===== src/rtl/positional_list_store_top_assert.svh =====
// Assertion macros for the positional list store.
// Included by positional_list_store_top; relies on nothing else.
`ifndef POSITIONAL_LIST_STORE_TOP_ASSERT_SVH
`define POSITIONAL_LIST_STORE_TOP_ASSERT_SVH

`ifndef NO_ASSERTIONS
`define PLS_ASSERT_SAME(label, clk, rstn, ante, cons) \
    label: assert property (@(posedge clk) disable iff (!rstn) (ante) |-> (cons)) \
        else $error("assertion failed: same-cycle implication");
`define PLS_ASSERT_NEXT(label, clk, rstn, ante, cons) \
    label: assert property (@(posedge clk) disable iff (!rstn) (ante) |=> (cons)) \
        else $error("assertion failed: next-cycle implication");
`else
`define PLS_ASSERT_SAME(label, clk, rstn, ante, cons)
`define PLS_ASSERT_NEXT(label, clk, rstn, ante, cons)
`endif

`endif


===== src/rtl/pls_pkg.sv =====
// Shared types, constants and helpers for the positional list store.
// Used by pls_ctrl, pls_dpath and positional_list_store_top; no dependencies.
`default_nettype none

package pls_pkg;

    localparam int CAPACITY    = 16;
    localparam int MAX_RESULTS = 16;

    localparam int MODE_W = 2;
    localparam int POS_W  = 5;
    localparam int VAL_W  = 32;
    localparam int STAT_W = 2;
    localparam int LEN_W  = 5;

    localparam int CNT_W  = $clog2(CAPACITY + 1);
    localparam int IDX_W  = $clog2(CAPACITY);
    localparam int CMP_W  = (CNT_W > POS_W) ? CNT_W : POS_W;
    localparam int DUMP_W = $clog2(((CAPACITY > MAX_RESULTS) ? CAPACITY : MAX_RESULTS) + 1);

    localparam logic [MODE_W-1:0] MODE_INSERT = 2'd0;
    localparam logic [MODE_W-1:0] MODE_REMOVE = 2'd1;
    localparam logic [MODE_W-1:0] MODE_DUMP   = 2'd2;

    localparam logic [STAT_W-1:0] ST_OK     = 2'd0;
    localparam logic [STAT_W-1:0] ST_BADPOS = 2'd1;
    localparam logic [STAT_W-1:0] ST_EMPTY  = 2'd2;
    localparam logic [STAT_W-1:0] ST_FULL   = 2'd3;

    typedef struct packed {
        logic [MODE_W-1:0]       mode;
        logic [POS_W-1:0]        position;
        logic signed [VAL_W-1:0] value;
    } in_t;

    typedef struct packed {
        logic [STAT_W-1:0]       status;
        logic signed [VAL_W-1:0] item;
        logic [LEN_W-1:0]        length;
        logic                    last;
    } out_t;

    // Commands from the controller to the datapath.
    typedef struct packed {
        logic op_load;
        logic dump_start;
        logic dump_step;
    } cmd_t;

    // Status from the datapath to the controller.
    typedef struct packed {
        logic out_free;
        logic dump_req;
        logic dump_final;
    } stat_t;

    // The length field shows the count modulo its field width.
    function automatic logic [LEN_W-1:0] to_len(input logic [CNT_W-1:0] cnt);
        return LEN_W'(cnt);
    endfunction

endpackage

`default_nettype wire


===== src/rtl/pls_ctrl.sv =====
// Controller for the positional list store: idle and dump states.
// Depends on pls_pkg for the command and status structs.
`default_nettype none

module pls_ctrl (
    input  wire logic           aclk,
    input  wire logic           aresetn,
    input  wire logic           s_valid,
    output logic                s_ready,
    input  wire pls_pkg::stat_t stat,
    output pls_pkg::cmd_t       cmd
);

    localparam logic ST_IDLE = 1'b0;
    localparam logic ST_DUMP = 1'b1;

    logic state_reg;
    logic state_next;

    always_comb begin
        state_next     = state_reg;
        s_ready        = 1'b0;
        cmd.op_load    = 1'b0;
        cmd.dump_start = 1'b0;
        cmd.dump_step  = 1'b0;
        unique case (state_reg)
            ST_IDLE: begin
                s_ready = stat.out_free;
                if (s_valid && stat.out_free) begin
                    if (stat.dump_req) begin
                        cmd.dump_start = 1'b1;
                        state_next     = ST_DUMP;
                    end else begin
                        cmd.op_load = 1'b1;
                    end
                end
            end
            ST_DUMP: begin
                // One entry per cycle whenever the output register can take it.
                if (stat.out_free) begin
                    cmd.dump_step = 1'b1;
                    if (stat.dump_final) begin
                        state_next = ST_IDLE;
                    end
                end
            end
            default: begin
                state_next = ST_IDLE;
            end
        endcase
    end

    always_ff @(posedge aclk) begin
        if (!aresetn) begin
            state_reg <= ST_IDLE;
        end else begin
            state_reg <= state_next;
        end
    end

endmodule

`default_nettype wire


===== src/rtl/pls_dpath.sv =====
// Datapath for the positional list store: entry cells, count, dump index
// and the output register. Depends on pls_pkg.
`default_nettype none

module pls_dpath (
    input  wire logic          aclk,
    input  wire logic          aresetn,
    input  wire pls_pkg::in_t  s_data,
    output pls_pkg::out_t      m_data,
    output logic               m_valid,
    input  wire logic          m_ready,
    input  wire pls_pkg::cmd_t cmd,
    output pls_pkg::stat_t     stat
);

    logic signed [pls_pkg::VAL_W-1:0] cells_reg  [pls_pkg::CAPACITY];
    logic signed [pls_pkg::VAL_W-1:0] cells_next [pls_pkg::CAPACITY];
    logic [pls_pkg::CNT_W-1:0]        count_reg;
    logic [pls_pkg::CNT_W-1:0]        count_next;
    logic [pls_pkg::IDX_W-1:0]        idx_reg;
    logic                             out_valid_reg;
    pls_pkg::out_t                    out_reg;
    logic [pls_pkg::STAT_W-1:0]       op_status;
    logic [pls_pkg::CMP_W-1:0]        pos_x;
    logic [pls_pkg::CMP_W-1:0]        cnt_x;
    logic [pls_pkg::DUMP_W-1:0]       step_n;

    assign pos_x  = pls_pkg::CMP_W'(s_data.position);
    assign cnt_x  = pls_pkg::CMP_W'(count_reg);
    assign step_n = pls_pkg::DUMP_W'(idx_reg) + pls_pkg::DUMP_W'(1);

    // Insert and remove shift each cell past the position from its neighbour, all in parallel.
    always_comb begin
        cells_next = cells_reg;
        count_next = count_reg;
        op_status  = pls_pkg::ST_OK;
        unique case (s_data.mode)
            pls_pkg::MODE_INSERT: begin
                if (pos_x > cnt_x) begin
                    op_status = pls_pkg::ST_BADPOS;
                end else if (count_reg == pls_pkg::CNT_W'(pls_pkg::CAPACITY)) begin
                    op_status = pls_pkg::ST_FULL;
                end else begin
                    for (int i = 1; i < pls_pkg::CAPACITY; i++) begin
                        if (pls_pkg::CMP_W'(i) > pos_x) begin
                            cells_next[i] = cells_reg[i-1];
                        end
                    end
                    for (int i = 0; i < pls_pkg::CAPACITY; i++) begin
                        if (pls_pkg::CMP_W'(i) == pos_x) begin
                            cells_next[i] = s_data.value;
                        end
                    end
                    count_next = count_reg + pls_pkg::CNT_W'(1);
                end
            end
            pls_pkg::MODE_REMOVE: begin
                if (count_reg == '0) begin
                    op_status = pls_pkg::ST_EMPTY;
                end else if (pos_x >= cnt_x) begin
                    op_status = pls_pkg::ST_BADPOS;
                end else begin
                    for (int i = 0; i < pls_pkg::CAPACITY - 1; i++) begin
                        if (pls_pkg::CMP_W'(i) >= pos_x) begin
                            cells_next[i] = cells_reg[i+1];
                        end
                    end
                    count_next = count_reg - pls_pkg::CNT_W'(1);
                end
            end
            pls_pkg::MODE_DUMP: begin
                // Only an empty list reaches here as a single-result operation.
                op_status = pls_pkg::ST_EMPTY;
            end
            default: begin
                op_status = pls_pkg::ST_BADPOS;
            end
        endcase
    end

    always_ff @(posedge aclk) begin
        if (cmd.op_load) begin
            cells_reg <= cells_next;
        end
        if (cmd.dump_start) begin
            idx_reg <= '0;
        end else if (cmd.dump_step) begin
            idx_reg <= idx_reg + pls_pkg::IDX_W'(1);
        end
        if (cmd.op_load) begin
            out_reg.status <= op_status;
            out_reg.item   <= '0;
            out_reg.length <= pls_pkg::to_len(count_next);
            out_reg.last   <= 1'b1;
        end else if (cmd.dump_step) begin
            out_reg.status <= pls_pkg::ST_OK;
            out_reg.item   <= cells_reg[idx_reg];
            out_reg.length <= pls_pkg::to_len(count_reg);
            out_reg.last   <= stat.dump_final;
        end
    end

    always_ff @(posedge aclk) begin
        if (!aresetn) begin
            count_reg     <= '0;
            out_valid_reg <= 1'b0;
        end else begin
            if (cmd.op_load) begin
                count_reg <= count_next;
            end
            if (cmd.op_load || cmd.dump_step) begin
                out_valid_reg <= 1'b1;
            end else if (m_ready) begin
                out_valid_reg <= 1'b0;
            end
        end
    end

    assign stat.out_free   = !out_valid_reg || m_ready;
    assign stat.dump_req   = (s_data.mode == pls_pkg::MODE_DUMP) && (count_reg != '0);
    assign stat.dump_final = (step_n == pls_pkg::DUMP_W'(count_reg))
                          || (step_n == pls_pkg::DUMP_W'(pls_pkg::MAX_RESULTS));

    assign m_valid = out_valid_reg;
    assign m_data  = out_reg;

endmodule

`default_nettype wire


===== src/rtl/positional_list_store_top.sv =====
// Positional list store: top level joining pls_ctrl and pls_dpath (uses pls_pkg).
// Insert, remove and invalid operations: result registered in the cycle after the
// transfer; a new item can be taken every cycle while m_ready keeps the output free.
// Dump: the controller enters its dump state at the transfer, then loads one entry per
// cycle while the output is free; the input waits for min(count, MAX_RESULTS) entries.
// Synchronous active-low reset empties the list; entry cells are not cleared.
`default_nettype none

module positional_list_store_top (
    input  wire logic          aclk,
    input  wire logic          aresetn,
    input  wire logic          s_valid,
    output logic               s_ready,
    input  wire pls_pkg::in_t  s_data,
    output logic               m_valid,
    input  wire logic          m_ready,
    output pls_pkg::out_t      m_data
);

    pls_pkg::cmd_t  cmd;
    pls_pkg::stat_t stat;

    pls_ctrl u_ctrl (
        .aclk    (aclk),
        .aresetn (aresetn),
        .s_valid (s_valid),
        .s_ready (s_ready),
        .stat    (stat),
        .cmd     (cmd)
    );

    pls_dpath u_dpath (
        .aclk    (aclk),
        .aresetn (aresetn),
        .s_data  (s_data),
        .m_data  (m_data),
        .m_valid (m_valid),
        .m_ready (m_ready),
        .cmd     (cmd),
        .stat    (stat)
    );

`include "positional_list_store_top_assert.svh"

    // Only dump results may leave the last flag low, and they are always ok.
    `PLS_ASSERT_SAME(a_mid_ok, aclk, aresetn, m_valid && !m_data.last, m_data.status == pls_pkg::ST_OK)
    // A single-result operation always presents its result in the next cycle.
    `PLS_ASSERT_NEXT(a_op_gives_result, aclk, aresetn, cmd.op_load, m_valid)
    // Once a dump starts, no other operation is executed in the following cycle.
    `PLS_ASSERT_NEXT(a_dump_blocks_input, aclk, aresetn, cmd.dump_start, !cmd.op_load && !s_ready)

endmodule

`default_nettype wire

===== config.mk =====
export PLATFORM = sky130hd
export DESIGN_NAME = positional_list_store_top
export DESIGN_NICKNAME = d
export VERILOG_FILES = /design/src/rtl/pls_pkg.sv /design/src/rtl/pls_ctrl.sv /design/src/rtl/pls_dpath.sv /design/src/rtl/positional_list_store_top.sv
export VERILOG_INCLUDE_DIRS = /design/src /design/src/rtl
export SDC_FILE = /design/constraint.sdc
export NUM_CORES = 1
export LEC_CHECK = 0
export ABC_CLOCK_PERIOD_IN_PS = 7450
export BUFFER_PORTS_ARGS = -buffer_cell sky130_fd_sc_hd__buf_2
export CAP_MARGIN = 20
export CELL_PAD_IN_SITES_DETAIL_PLACEMENT = 0
export CELL_PAD_IN_SITES_GLOBAL_PLACEMENT = 1
export CORE_ASPECT_RATIO = 1.2
export CORE_MARGIN = 4
export CORE_UTILIZATION = 45
export CTS_BUF_LIST = sky130_fd_sc_hd__clkbuf_8
export DETAILED_ROUTE_END_ITERATION = 16
export MAX_ROUTING_LAYER = met4
export PLACE_DENSITY = 0.86
export SETUP_SLACK_MARGIN = 0.4
export SKIP_LAST_GASP = 1
export SYNTH_ARGS = -nofsm -noshare
export SYNTH_HDL_FRONTEND = slang
export SYNTH_SLANG_ARGS = --single-unit

===== constraint.sdc =====
create_clock -name aclk -period 7.45 [get_ports aclk]
set_input_delay 0.745 -clock aclk [delete_from_list [all_inputs] [get_ports aclk]]
set_output_delay 0.745 -clock aclk [all_outputs]
set_load 0.02 [all_outputs]

==> summary.txt <==
Yosys
  – Yosys top cell area share: 46.5%
  – Seq/Total Area, Yosys: 49.1%
  – Netlist Area Pre-Place: 33500 µm²
  – Commonest cells post-synth: nand2_1, edfxtp_1, mux2i_1, o31ai_1, clkbuf_1
  – Async set-reset flop share out of synthesis: 0%
  – Post-synth net total: 2861
  – Synth Register Bits: 563
  – Most frequent cell after synthesis: nand2_1
  – Post-synth EDFFs: 519
  – Synth area leader: edfxtp_1
  – Post-synthesis simple-gate area fraction: 8.43%
  – Mean Syn Cell Area: 11.9 µm²
  – Count of cell types in the netlist: 66
  – Post-Synth XOR/XNOR Area: 0.209%
  – Multiplexer share of the synthesized area: 25.0%
  – Syn Inst Count: 2809
  – Synth Area in Compound Gates: 12.8%
  – YS warnings: 0
  – Largest family of logic cells by synthesized area: multiplexers
  – Post-synthesis adder-cell area fraction: 0.336%
  – Largest cells by area after synthesis: edfxtp_1, mux2i_1, o31ai_1, mux4_2, nand2_1
  – Main synth FF type: edfxtp_1

Die
  – Num rows: 109
  – I/O pins: 85
  – Die area: 78900 µm²
  – Chip height: 307 µm
  – Core area: 73800 µm²
  – Initial core utilization: 45.4%
  – DIE WIDTH: 257 µm

Clock tree
  – CTS clock-pin slew for the worst setup and hold paths: 0.07 ns
  – H-tree depth: 3
  – Post_cts resized: 0
  – CTS Buffer Depth: 3
  – Worst skew pair latency: 0.70 ns
  – Number of post-CTS setup repair buffers: 0
  – Cts hold-fix bufs: 0
  – CTS Buf Count: 88
  – CTS tree: built
  – CTS Sinks: 563
  – CTS root buf: clkbuf_8

Timing
  – Count of final hold-check violations: 0
  – RSZ-0062 raised after global routing: false
  – Crit path time final: 4.39 ns
  – Worst relative slew slack: 20.3%
  – TNS Setup: 0 ns
  – Tcrit/Tclk final: 59.0%
  – Fmax: 0.228 GHz
  – Worst-margin pin slew: 1.20 ns
  – # setup viols final: 0
  – Fin Clk Skew: 0.0378 ns
  – Final slew viol count: 0

Cells and area
  – Fillers: 6397
  – Layout cells sized above 1: 16.8%
  – Number of flip-flops in the largest register: 512
  – Area grow syn2layout: 7.86%
  – Nets: 2775

Power and ir drop
  – Peak VDD IR: 0.000249 V
  – Leakage Power: 13.2 nW
  – Final Power: 0.00793 W
  – Cell area power density: 219 nW/µm²

Placement
  – Post-detail-place hpwl: 53600 µm
  – Final RePlAce weighted congestion: 0.875
  – Port bufs: 84

Critical path
  – Worst EP arrival: 4.77 ns
  – Critical path launch point type: flip-flop
  – Max stage delay cell, worst path: buf_4
  – Crit Path Max Fanout: 83
  – Buffers & Inverters on Critical Path: 3
  – Delay-heaviest family, CP: buffers and inverters
  – Crit-path cells: clkinv_1, ha_1, o211a_1, o31a_1, o21ai_1, nand2_4, buf_4, buf_4, o31ai_1
  – CP most frequent cell: buf_4
  – Critical path's largest stage delay: 0.77 ns
  – Nature of the critical path endpoint: flip-flop
  – Critical path class: flip-flop to flip-flop
  – CP Data Required Time: 7.83 ns

Global routing
  – Tot GR Track Use: 25.0%
  – Pin count of the biggest net entering global routing: 283
  – Gr ovfl total: 0
  – Vias in the first global route: 24145
  – Antenna violations before repair: 5
  – First-pass GRT wire length: 149000 µm

Drt
  – Wirelength per Cell: 26.1 µm
  – Final WL: 99100 µm
  – Drt pass-1 iters: 6
  – DR vias: 24629
  – DRT iter0 DRCs: 3204
  – Post-route ant nets: 0
  – Routed vias/inst: 6.48
  – Residual DRC: 0

Hold path
  – Hold Path Class: input pin to flip-flop

Status
  – Status: finished clean

Flow run
  – Number of max-cap violations: 0
## through the flow
stage                     utilization (%)  cells  instance area (µm²)  hold WS (ns)  setup slack [ns]
after global routing                 49.0   3799                36200         0.322              2.89
after floorplan                         -   2809                33500         0.507              1.32
after detailed placement             46.8   3631                34500         0.451              2.97
after CTS                            49.0   3794                36100         0.281              3.19
after global placement               46.8   3631                34500         0.447              3.07
final                                49.0   3799                36200         0.322              3.06
## kinds of logic (layout without fill, tap and decap cells)
family / Yosys count / count (layout)
fa+ha+maj: 9 / 9
other cells: 0 / 4
compound gates: 543 / 543
xor+xnor: 8 / 8
simple gates: 696 / 696
mux: 674 / 674
flops: 563 / 563
buf+inv: 316 / 303
## layout by cell type, fill, tap and decap left out, types with 4 or more instances in the layout
| master | count |
|---|---|
| nor3_2 | 4 |
| buf_4 | 41 |
| buf_2 | 84 |
| o21ai_0 | 7 |
| clkinv_1 | 21 |
| mux2i_1 | 514 |
| dfxtp_1 | 41 |
| a21oi_1 | 13 |
| inv_1 | 47 |
| o31ai_1 | 450 |
| ha_1 | 9 |
| nor2_1 | 31 |
| and2_1 | 4 |
| o221ai_2 | 29 |
| clkinv_2 | 4 |
| mux2_2 | 32 |
| xnor2_1 | 5 |
| nand3_1 | 42 |
| a31oi_1 | 4 |
| edfxtp_1 | 519 |
| mux4_2 | 128 |
| nor2_4 | 10 |
| nand2_1 | 557 |
| clkbuf_8 | 96 |
| diode_2 | 4 |
| buf_12 | 5 |
| nor2b_1 | 5 |
## routing by layer
metal,track usage (%),wire length [µm]
met1,30.9,38000
met2,41.0,48400
met3,3.99,8550
met4,10.7,4110
met5,-,0
## report_power, final
part | leakage [nW] | switching (W) | internal (W)
clock network | 0.960 | 0.00129 | 0.00122
registers | 5.11 | 0.000143 | 0.00353
logic | 7.13 | 0.000963 | 0.000798
total | 13.2 | 0.00239 | 0.00554
## final cells by class
class                   instances  area (µm²)  area share [%]
diodes                          4        10.0          0.0277
flip-flops and latches        563       16500            45.6
inverters                       9        33.8          0.0934
well taps                     999        1250            3.46
multi-input cells            1930       15900            44.0
clock buffers                  96        1320            3.65
repair buffers                131         856            2.37
clock inverters                67         294           0.813
## worst reg2reg max path: stages, from the launching register on
cell and delay [ns]:
dfxtp_1 0.55, clkinv_1 0.36, ha_1 0.42, o211a_1 0.22, o31a_1 0.28, o21ai_1 0.22
nand2_4 0.39, buf_4 0.80, buf_4 0.63, o31ai_1 0.20
## worst paths after layout
check | startpoint | end | slack (ns) | depth (start not counted)
worst max-delay path | u_dpath.cnt_x[2] | u_dpath.cells_reg[186] | 3.06 | 9
worst max register to register | u_dpath.cnt_x[2] | u_dpath.cells_reg[186] | 3.06 | 9
worst min-delay path | aresetn | u_dpath.cnt_x[2] | 0.32 | 3
worst min register to register | u_dpath.m_data[29] | u_dpath.m_data[29] | 0.46 | 2
(Power assumes the default switching activity.)
